`config.mk`:
```
export PLATFORM = sky130hd
export DESIGN_NAME = sorted_priority_queue_top_flat
export DESIGN_NICKNAME = d
export VERILOG_FILES = /design/src/rtl/spq_pkg.sv /design/src/rtl/spq_if.sv /design/src/rtl/spq_cell.sv /design/src/rtl/sorted_priority_queue_top.sv /design/src/flat_wrapper.sv
export SDC_FILE = /design/constraint.sdc
export NUM_CORES = 2
export LEC_CHECK = 0
export ABC_CLOCK_PERIOD_IN_PS = 7400
export BUFFER_PORTS_ARGS = -buffer_cell sky130_fd_sc_hd__buf_2
export CAP_MARGIN = 20
export CORE_UTILIZATION = 60
export DETAILED_ROUTE_END_ITERATION = 10
export GPL_TIMING_DRIVEN = 0
export PLACE_DENSITY = 0.89
export SYNTH_ARGS = -nofsm -noshare
export SYNTH_HDL_FRONTEND = slang
export SYNTH_SLANG_ARGS = --single-unit
```
`constraint.sdc`:
```
create_clock -name clk -period 7.4 [get_ports clk]
set_clock_uncertainty 0.15 [all_clocks]
set_input_delay 0.74 -clock clk [delete_from_list [all_inputs] [get_ports clk]]
set_output_delay 0.74 -clock clk [all_outputs]
set_load 0.005 [all_outputs]
```
`src/rtl/spq_pkg.sv`:
```
`timescale 1ns / 1ps
`default_nettype none
// ----------------------------------------------------------------------------
// Sorted priority queue package
// Operation codes, field widths and the control bundle shared by the cells.
// ----------------------------------------------------------------------------
package spq_pkg;

    localparam int unsigned OP_WIDTH    = 2;
    localparam int unsigned KEY_BITS    = 32;
    localparam int unsigned COUNT_BITS  = 5;
    localparam int unsigned WIDE_BITS   = 64;

    typedef enum logic [OP_WIDTH-1:0] {
        OP_PUSH  = 2'd0,
        OP_POP   = 2'd1,
        OP_CLEAR = 2'd2
    } op_t;

    typedef struct packed {
        logic push;
        logic pop;
    } cell_ctrl_t;

endpackage : spq_pkg
`default_nettype wire

```
`src/rtl/spq_if.sv`:
```
`timescale 1ns / 1ps
`default_nettype none
// ----------------------------------------------------------------------------
// Sorted priority queue channels
// Operation channel and result channel, each with valid, ready and payload.
// ----------------------------------------------------------------------------
interface spq_cmd_if;
    logic                                valid;
    logic                                ready;
    logic [spq_pkg::OP_WIDTH-1:0]        op;
    logic signed [spq_pkg::KEY_BITS-1:0] key;

    modport source (output valid, output op, output key, input ready);
    modport sink (input valid, input op, input key, output ready);
endinterface : spq_cmd_if

interface spq_res_if;
    logic                                valid;
    logic                                ready;
    logic signed [spq_pkg::KEY_BITS-1:0] top_key;
    logic                                queue_empty;
    logic [spq_pkg::COUNT_BITS-1:0]      entry_count;
    logic                                push_refused;

    modport source (output valid, output top_key, output queue_empty,
                    output entry_count, output push_refused, input ready);
    modport sink (input valid, input top_key, input queue_empty,
                  input entry_count, input push_refused, output ready);
endinterface : spq_res_if
`default_nettype wire

```
`src/rtl/spq_cell.sv`:
```
`timescale 1ns / 1ps
`default_nettype none
// ----------------------------------------------------------------------------
// Sorted priority queue cell
// Holds one key of the descending list and trades keys with its neighbors.
// ----------------------------------------------------------------------------
module spq_cell #(
    parameter int unsigned KEY_WIDTH = 32
) (
    input  wire logic                        clk,
    input  wire spq_pkg::cell_ctrl_t         ctrl,
    input  wire logic                        occupied,
    input  wire logic signed [KEY_WIDTH-1:0] new_key,
    input  wire logic signed [KEY_WIDTH-1:0] left_key,
    input  wire logic                        left_shift,
    input  wire logic signed [KEY_WIDTH-1:0] right_key,
    output logic signed [KEY_WIDTH-1:0]      key,
    output logic                             shift
);

    logic signed [KEY_WIDTH-1:0] key_reg;
    logic signed [KEY_WIDTH-1:0] key_next;

    // A cell moves right on a push when it is empty or the new key is not below its own key.
    assign shift = !occupied || (new_key >= key_reg);
    assign key   = key_reg;

    always_comb
    begin
        key_next = key_reg;
        if (ctrl.push && shift)
        begin
            key_next = left_shift ? left_key : new_key;
        end
        else if (ctrl.pop)
        begin
            key_next = right_key;
        end
    end

    always_ff @(posedge clk)
    begin
        key_reg <= key_next;
    end

endmodule : spq_cell
`default_nettype wire

```
`src/rtl/sorted_priority_queue_top.sv`:
```
`timescale 1ns / 1ps
`default_nettype none
// ----------------------------------------------------------------------------
// Sorted priority queue
// Bounded max-first queue built as a row of compare-and-shift cells.
// ----------------------------------------------------------------------------
// The cmd channel carries one operation per transaction: push a key, pop
// the largest key, or clear the queue. Every accepted transaction produces
// exactly one transaction on the res channel that reports the queue after
// the operation: the largest key (zero when empty), the empty flag, the
// number of stored keys and a flag for a push dropped on a full queue.
// All cells compare the incoming key with their own key in parallel and
// shift by one place in the same cycle, so an operation completes in the
// cycle it is accepted and its result is presented on the following
// cycle. The result register is a single stage: a new operation is taken
// in the cycle its predecessor's result leaves, so the block sustains one
// transaction per cycle while the receiver keeps ready high. When the
// receiver stalls, the result holds and cmd.ready stays low until it is
// taken. Reset empties the queue and drops any pending result; stored keys
// need no clearing because only entries below the count are ever reported.
// ----------------------------------------------------------------------------
module sorted_priority_queue_top #(
    parameter int unsigned CAPACITY  = 16,
    parameter int unsigned KEY_WIDTH = 32
) (
    input  wire logic  clk,
    input  wire logic  rst_n,
    spq_cmd_if.sink    cmd,
    spq_res_if.source  res
);

    localparam int unsigned CW = $clog2(CAPACITY + 1);

    logic                        out_valid_reg;
    logic                        out_valid_next;
    logic                        refused_reg;
    logic                        refused_next;
    logic [CW-1:0]               count_reg;
    logic [CW-1:0]               count_next;
    logic                        accept;
    logic                        full;
    spq_pkg::op_t                op;
    spq_pkg::cell_ctrl_t         ctrl;
    logic signed [spq_pkg::WIDE_BITS-1:0] key_wide;
    logic signed [KEY_WIDTH-1:0] new_key;
    logic signed [spq_pkg::WIDE_BITS-1:0] head_wide;
    logic [CW+spq_pkg::COUNT_BITS-1:0]    count_ext;

    logic signed [KEY_WIDTH-1:0] cell_key   [CAPACITY];
    logic                        cell_shift [CAPACITY];
    logic                        occupied   [CAPACITY];

    assign accept    = cmd.valid && cmd.ready;
    assign cmd.ready = !out_valid_reg || res.ready;
    assign full      = (count_reg == CW'(CAPACITY));
    assign op        = spq_pkg::op_t'(cmd.op);
    assign key_wide  = spq_pkg::WIDE_BITS'(cmd.key);
    assign new_key   = key_wide[KEY_WIDTH-1:0];

    always_comb
    begin
        ctrl.push = 1'b0;
        ctrl.pop  = 1'b0;
        if (accept)
        begin
            case (op)
                spq_pkg::OP_PUSH: ctrl.push = !full;
                spq_pkg::OP_POP:  ctrl.pop  = (count_reg != '0);
                default:          ctrl      = '0;
            endcase
        end
    end

    always_comb
    begin
        count_next   = count_reg;
        refused_next = refused_reg;
        if (accept)
        begin
            refused_next = 1'b0;
            case (op)
                spq_pkg::OP_PUSH:
                begin
                    if (full)
                    begin
                        refused_next = 1'b1;
                    end
                    else
                    begin
                        count_next = count_reg + CW'(1);
                    end
                end
                spq_pkg::OP_POP:
                begin
                    if (count_reg != '0)
                    begin
                        count_next = count_reg - CW'(1);
                    end
                end
                spq_pkg::OP_CLEAR: count_next = '0;
                default:           count_next = count_reg;
            endcase
        end
    end

    always_comb
    begin
        out_valid_next = out_valid_reg;
        if (accept)
        begin
            out_valid_next = 1'b1;
        end
        else if (res.ready)
        begin
            out_valid_next = 1'b0;
        end
    end

    always_ff @(posedge clk or negedge rst_n)
    begin
        if (!rst_n)
        begin
            out_valid_reg <= 1'b0;
            refused_reg   <= 1'b0;
            count_reg     <= '0;
        end
        else
        begin
            out_valid_reg <= out_valid_next;
            refused_reg   <= refused_next;
            count_reg     <= count_next;
        end
    end

    for (genvar i = 0; i < CAPACITY; i++)
    begin : g_cell
        assign occupied[i] = (CW'(i) < count_reg);

        if (i == 0)
        begin : g_first
            spq_cell #(
                .KEY_WIDTH (KEY_WIDTH)
            ) u_cell (
                .clk        (clk),
                .ctrl       (ctrl),
                .occupied   (occupied[i]),
                .new_key    (new_key),
                .left_key   (new_key),
                .left_shift (1'b0),
                .right_key  (cell_key[(i + 1) % CAPACITY]),
                .key        (cell_key[i]),
                .shift      (cell_shift[i])
            );
        end
        else if (i == CAPACITY - 1)
        begin : g_last
            spq_cell #(
                .KEY_WIDTH (KEY_WIDTH)
            ) u_cell (
                .clk        (clk),
                .ctrl       (ctrl),
                .occupied   (occupied[i]),
                .new_key    (new_key),
                .left_key   (cell_key[i - 1]),
                .left_shift (cell_shift[i - 1]),
                .right_key  (cell_key[i]),
                .key        (cell_key[i]),
                .shift      (cell_shift[i])
            );
        end
        else
        begin : g_mid
            spq_cell #(
                .KEY_WIDTH (KEY_WIDTH)
            ) u_cell (
                .clk        (clk),
                .ctrl       (ctrl),
                .occupied   (occupied[i]),
                .new_key    (new_key),
                .left_key   (cell_key[i - 1]),
                .left_shift (cell_shift[i - 1]),
                .right_key  (cell_key[i + 1]),
                .key        (cell_key[i]),
                .shift      (cell_shift[i])
            );
        end
    end

    assign head_wide = spq_pkg::WIDE_BITS'(cell_key[0]);
    assign count_ext = {{spq_pkg::COUNT_BITS{1'b0}}, count_reg};

    assign res.valid        = out_valid_reg;
    assign res.top_key      = (count_reg != '0) ? head_wide[spq_pkg::KEY_BITS-1:0] : '0;
    assign res.queue_empty  = (count_reg == '0);
    assign res.entry_count  = count_ext[spq_pkg::COUNT_BITS-1:0];
    assign res.push_refused = refused_reg;

`ifndef NO_ASSERTIONS
    a_count_bound : assert property (@(posedge clk) disable iff (!rst_n)
        count_reg <= CW'(CAPACITY))
        else $error("stored count exceeds capacity");

    a_refused_full : assert property (@(posedge clk) disable iff (!rst_n)
        (out_valid_reg && refused_reg) |-> full)
        else $error("push refused while the queue has room");

    a_pop_count : assert property (@(posedge clk) disable iff (!rst_n)
        (accept && op == spq_pkg::OP_POP && count_reg != '0)
        |=> count_reg == $past(count_reg) - CW'(1))
        else $error("pop did not remove exactly one key");

    a_head_order : assert property (@(posedge clk) disable iff (!rst_n)
        (count_reg >= CW'(2)) |-> (cell_key[0] >= cell_key[1]))
        else $error("head key ranks below the second key");

    a_stall_hold : assert property (@(posedge clk) disable iff (!rst_n)
        (out_valid_reg && !res.ready) |=> (out_valid_reg && $stable(count_reg)))
        else $error("queue changed while a result was stalled");
`endif

endmodule : sorted_priority_queue_top
`default_nettype wire
```
`src/flat_wrapper.sv`:
```
// flat-port wrapper written by rule: the top's interface ports become plain ports
module sorted_priority_queue_top_flat 
#(
    parameter int unsigned CAPACITY  = 16,
    parameter int unsigned KEY_WIDTH = 32
)
  (clk, rst_n, cmd_valid, cmd_op, cmd_key, cmd_ready, res_valid, res_top_key, res_queue_empty, res_entry_count, res_push_refused, res_ready);
  spq_cmd_if cmd_i ();
  spq_res_if res_i ();
  input  wire logic clk;
  input  wire logic rst_n;
  input wire logic [$bits(cmd_i.valid)-1:0] cmd_valid;
  input wire logic [$bits(cmd_i.op)-1:0] cmd_op;
  input wire logic [$bits(cmd_i.key)-1:0] cmd_key;
  output wire logic [$bits(cmd_i.ready)-1:0] cmd_ready;
  output wire logic [$bits(res_i.valid)-1:0] res_valid;
  output wire logic [$bits(res_i.top_key)-1:0] res_top_key;
  output wire logic [$bits(res_i.queue_empty)-1:0] res_queue_empty;
  output wire logic [$bits(res_i.entry_count)-1:0] res_entry_count;
  output wire logic [$bits(res_i.push_refused)-1:0] res_push_refused;
  input wire logic [$bits(res_i.ready)-1:0] res_ready;
  assign cmd_i.valid = cmd_valid;
  assign cmd_i.op = cmd_op;
  assign cmd_i.key = cmd_key;
  assign cmd_ready = cmd_i.ready;
  assign res_valid = res_i.valid;
  assign res_top_key = res_i.top_key;
  assign res_queue_empty = res_i.queue_empty;
  assign res_entry_count = res_i.entry_count;
  assign res_push_refused = res_i.push_refused;
  assign res_i.ready = res_ready;
  sorted_priority_queue_top #(.CAPACITY(CAPACITY), .KEY_WIDTH(KEY_WIDTH)) u_core (.clk(clk), .rst_n(rst_n), .cmd(cmd_i), .res(res_i));
endmodule
```
[After elaboration in Yosys (flattened, before gate mapping)]
Cells that the tools add are included.
Operators by class
  add/sub/neg operators: 2
  magnitude comparators: 32
  equality and inequality tests: 5
  mux-type cells: 56
  reductions and logical operators: 73
Operators with widths (number)
  two-way mux 32 bit: 46
  >= comparator 32 bit: 16
  < comparator 4 x 5 -> 1 bit, first input constant: 8
  nonzero test 2 bit: 16
  < comparator 3 x 5 -> 1 bit, first input constant: 4
  zero test 1 bit: 18
  logical AND 1 bit: 17
  logical OR 1 bit: 17
  one-hot mux 5 bit (3 select lines): 1
  < comparator 1 x 5 -> 1 bit, first input constant: 2
  < comparator 2 x 5 -> 1 bit, first input constant: 2
  two-way mux 5 bit: 2
  two-way mux 1 bit: 6
  adder 5 x 1 -> 5 bit, second input constant: 1
  == test 5 bit, second input constant: 1
  zero test 5 bit: 1
  nonzero test 5 bit: 1
  subtractor 5 x 1 -> 5 bit, second input constant: 1
  AND reduction 4 bit: 1
  nonzero test 3 bit: 1
  == test 2 x 1 -> 1 bit, second input constant: 1
  == test 2 bit, second input constant: 1
  zero test 2 bit: 1
  two-way mux 2 bit: 1
  2 further kinds: 2
Word-level totals
  register bits after elaboration: 519
  output and inout bits: 41
  logic and storage cells: 187

[Logic depth before layout (Yosys ltp)]
  word-level depth: 6
  mapped depth: 13
  gate-level depth less buffers: 10

[Modules after synthesis]
A second synthesis with hierarchy kept.
Second synthesis, totals
  cell total of the unflattened synthesis: 3775
  area, all modules: 44836.8 µm²
By module, submodules not included
  spq_cell: instances 16, cells an instance 228, area each 2740.1 µm², sequential area each 960.9 µm²
  sorted_priority_queue_top: instances 1, cells an instance 127, area each 994.7 µm², sequential area each 175.2 µm²

[Worst setup path before layout]
OpenSTA, ideal clock, no wires.
  path kind: input to register
  start: input port cmd_key[0]
  end: register u_core.g_cell[0].g_first.u_cell.key_reg[0], enable pin
  setup time: 0.394 ns
  arrival: 3.884 ns
  data required time: 6.856 ns
  path slack: 2.972 ns
  cell stages on the path: 13
  cells stage by stage: clkbuf_1 > inv_1 > ha_1 > nor2b_1 > o211ai_1 > a2111oi_0 > a211o_1 > o21ai_1 > a31oi_2 > and2_1 > buf_2 > buf_4 > nand2b_1
On the way
  cells in the longest elaborated chain, start to end: 4
Ends and longest elaborated chain
  from (decl): line flat_wrapper.sv:14  | input wire logic [$bits(cmd_i.key)-1:0] cmd_key;
  >= comparator 32 bit: line spq_cell.sv:25  | assign shift = !occupied || (new_key >= key_reg);
  logical OR 1 bit: line spq_cell.sv:25
  logical AND 1 bit: line spq_cell.sv:31  | if (ctrl.push && shift)
  nonzero test 2 bit (no source line)
  to (signal assigned): line spq_cell.sv:43  | key_reg <= key_next;
  to (decl): line spq_cell.sv:21  | logic signed [KEY_WIDTH-1:0] key_reg;
No other way between the ends.
A chain may end at the register's enable or synchronous reset.

[Final worst setup path]
  start: input port cmd_key[0]
  end: register u_core.g_cell[0].g_first.u_cell.key_reg[7], enable pin
Same word-level chain as after synthesis.

==> results.cfg <==
[clocking]
cts_sinks = 519
clk_pin_slew_ps = 60
cts.root.buffer_cell = clkbuf_16
clock_path_buffers = 3
htreeDepth = 2
cts_tree = yes
clock_latency_ps = 630
cts_resized = 0
cts_made_buffers = 56

[route]
drc = 5
vias_per_cell = 6.30
drt_iter0_markers = 3413
first_pass_iters = 11
totalWireLength_microns = 112000
wire_per_inst_microns = 21.5
ant_nets = 0
vias = 32700

[timing]
setup_slack_ps = 2000
max_freq_mhz = 185
rsz0062_at_grt = false
finalCriticalPeriod_ps = 5400
finalHoldViolations = 0
slew_headroom = 0.270
final.setup.tns_ps = 0
tightestPinTransition_ps = 1100
setup_violations = 0
period_share = 0.729
finalMaxSlewViolations = 0

[global_route]
grt_pass1_vias = 32100
grtUsageTotal = 0.324
grt_overflow = 0
grt_pass1_wl_microns = 171000
grt_antenna_before_repair = 1
grt_max_degree = 33

[floorplanning]
placement_rows = 94
die_h_microns = 261
die_area_sq_um = 68300
io_pins = 79
core_sq_um = 66100
start_util = 0.610
die_w_microns = 261

[critical_path]
crit_fanout = 32
arrival_ps = 5490
cp-end-kind = flop
cp.required_ps = 7500
cpMaxStageDelayCell = nand2b_2
path_class = in2reg
worstPathCellList = buf_2 > clkbuf_1 > inv_1 > ha_1 > nor2b_1 > o211ai_1 > a2111oi_0 > a211o_1 > o21ai_1 > a31oi_2 > and2_1 > buf_2 > buf_4 > nand2b_2
cp_slowest_stage_delay_ps = 710
path_buf_inv = 5
cp_top_family = buffers and inverters
crit_top_cell = buf_2
worst_setup_path_start_kind = primary input

[pwr]
leakagePower_nw = 20.9
peakVddDrop_mv = 0.236
power_density_nw_per_um2 = 235
finalPower_w = 0.0103

[layout]
largest_register_ffs = 448
regArea_sq_um = 15500
diodes = 0
fin_nets = 4836
drive_above_1_share = 0.0940
syn_to_final_growth_pct = 8.99
fin_util = 0.665
multi_input_area_sq_um = 21300
fillerInstances = 4970

[synthesis]
synthFlopType = edfxtp_1
synth_edf_count = 512
synth_top_area_frac = 0.381
synth-seq-area-share = 0.386
ys_types = 67
synth-seq-cells = 519
async_flop_share = 0.0135
post-synth-top-area-cell = edfxtp_1
syn_area_per_cell_sq_um = 9.77
synth.cell_area_sq_um = 40300
synthCells = 4128
synth.area.top_cells = edfxtp_1 38%, ha_1 16%, mux2i_1 11%
yosysWarnings = 0
synth_nets = 4684

[run_status]
violations = DRC
run_status = finished with violations

[place]
hpwl_microns = 90000
pre_cts_slack_ps = 1500
io_buffers = 78
gp_congestion = 0.936

[hold_path]
hold_class = in2reg

[job]
cap_violations = 0
[cell usage in the layout, fill, tap and decap left out, types with 8 or more instances in the layout]
cell type  count
buf_2        156
nand4_1       96
mux2_2        37
nor4_1        25
mux2i_1      449
nor2b_1       22
clkinv_1      13
inv_1        512
o21ai_0      270
a21oi_1      207
nor3_1        15
o31ai_1       19
nor2_1        71
or3_1         14
a31oi_1       10
a221oi_1      13
clkbuf_1      46
mux2_1        29
o211ai_1      22
buf_12        12
clkinv_2      14
a21o_1        25
o21ai_1      239
clkbuf_8      23
ha_1         518
clkbuf_16     57
and4_1        23
nand4_2        8
buf_6         34
a211oi_1      22
nand2b_1      13
nand3_1       49
nand2_1      588
buf_16        15
edfxtp_1     512
[timing repair]
| action | CTS | global route |
|---|---|---|
| endpoints found under the hold margin | 7 | 0 |
| hold buffers | 1 | 0 |
| buffers inserted | 0 | 0 |
[power breakdown]
group          internal [W]  switching [W]  total [W]
Sequential          0.00364       0.000256    0.00390
Clock               0.00153        0.00123    0.00276
Combinational       0.00158        0.00208    0.00366
Total               0.00676        0.00356     0.0103
[routing by layer]
layer  wire length (microns)  global-route usage
met5                      13                   0
met4                    5940               0.172
met3                    9500              0.0379
met2                   52400               0.548
met1                   43900               0.407
[kinds of logic (layout without fill, tap and decap cells)]
logic type / Yosys count / after routing / share of synthesized area
buffers and inverters: 717 / 909 / 0.0873
AOI/OAI and AO/OA: 894 / 894 / 0.124
and+or+nand+nor: 965 / 965 / 0.112
adders and majority gates: 518 / 518 / 0.161
DFF: 519 / 519 / 0.386
muxes: 515 / 515 / 0.130
[path summary, 6_finish.rpt]
| check | start | endpoint | slack (ps) | cells after the start |
|---|---|---|---|---|
| worst max-delay path | cmd_key[0] | u_core.g_cell[0].g_first.u_cell.key[7] | 2000 | 14 |
| worst min-delay path | cmd_valid | u_core.res.valid | 170 | 2 |
| worst max register to register | u_core.res.entry_count[1] | u_core.g_cell[0].g_first.u_cell.key[7] | 2520 | 10 |
| worst min register to register | u_core.res.push_refused | u_core.res.push_refused | 370 | 1 |
| max in group asynchronous | rst_n | u_core.res.entry_count[3] | 6470 | 2 |
| min in group asynchronous | rst_n | u_core.res.entry_count[4] | 380 | 2 |
[per-stage QoR]
| stage | std cells | hold slack, ps | instance area [sq um] |
|---|---|---|---|
| floorplan | 4128 | 294 | 40300 |
| global placement | 5070 | 356 | 41800 |
| detailed placement | 5085 | 366 | 42200 |
| CTS | 5184 | 152 | 44000 |
| global route | 5184 | 166 | 44000 |
| finish | 5184 | 169 | 44000 |
[area by class of cell]
cell class / count / area share
Multi-Input combinational cell: 2892 / 0.484
Sequential cell: 519 / 0.354
Inverter: 512 / 0.0437
Buffer: 205 / 0.0364
Clock buffer: 63 / 0.0330
Tap cell: 864 / 0.0246
Timing Repair Buffer: 94 / 0.0185
Clock inverter: 35 / 0.00638
[synthesized netlist by cell type (8+ instances only)]
cell,number
o211ai_1,22
a21o_1,25
nor2b_1,22
mux2_2,37
a21oi_1,207
ha_1,518
clkbuf_8,23
mux2_1,29
edfxtp_1,512
or3_1,14
nand4_2,8
mux2i_1,449
a221oi_1,13
nor2_1,71
o21ai_0,270
inv_1,512
buf_2,78
nor4_1,25
nand3_1,49
buf_12,12
nand2_1,588
nor3_1,15
a31oi_1,10
o21ai_1,239
nand4_1,96
nand2b_1,14
o31ai_1,19
clkbuf_1,40
a211oi_1,22
buf_6,34
and4_1,23
Power figures use the tool's default switching activity.
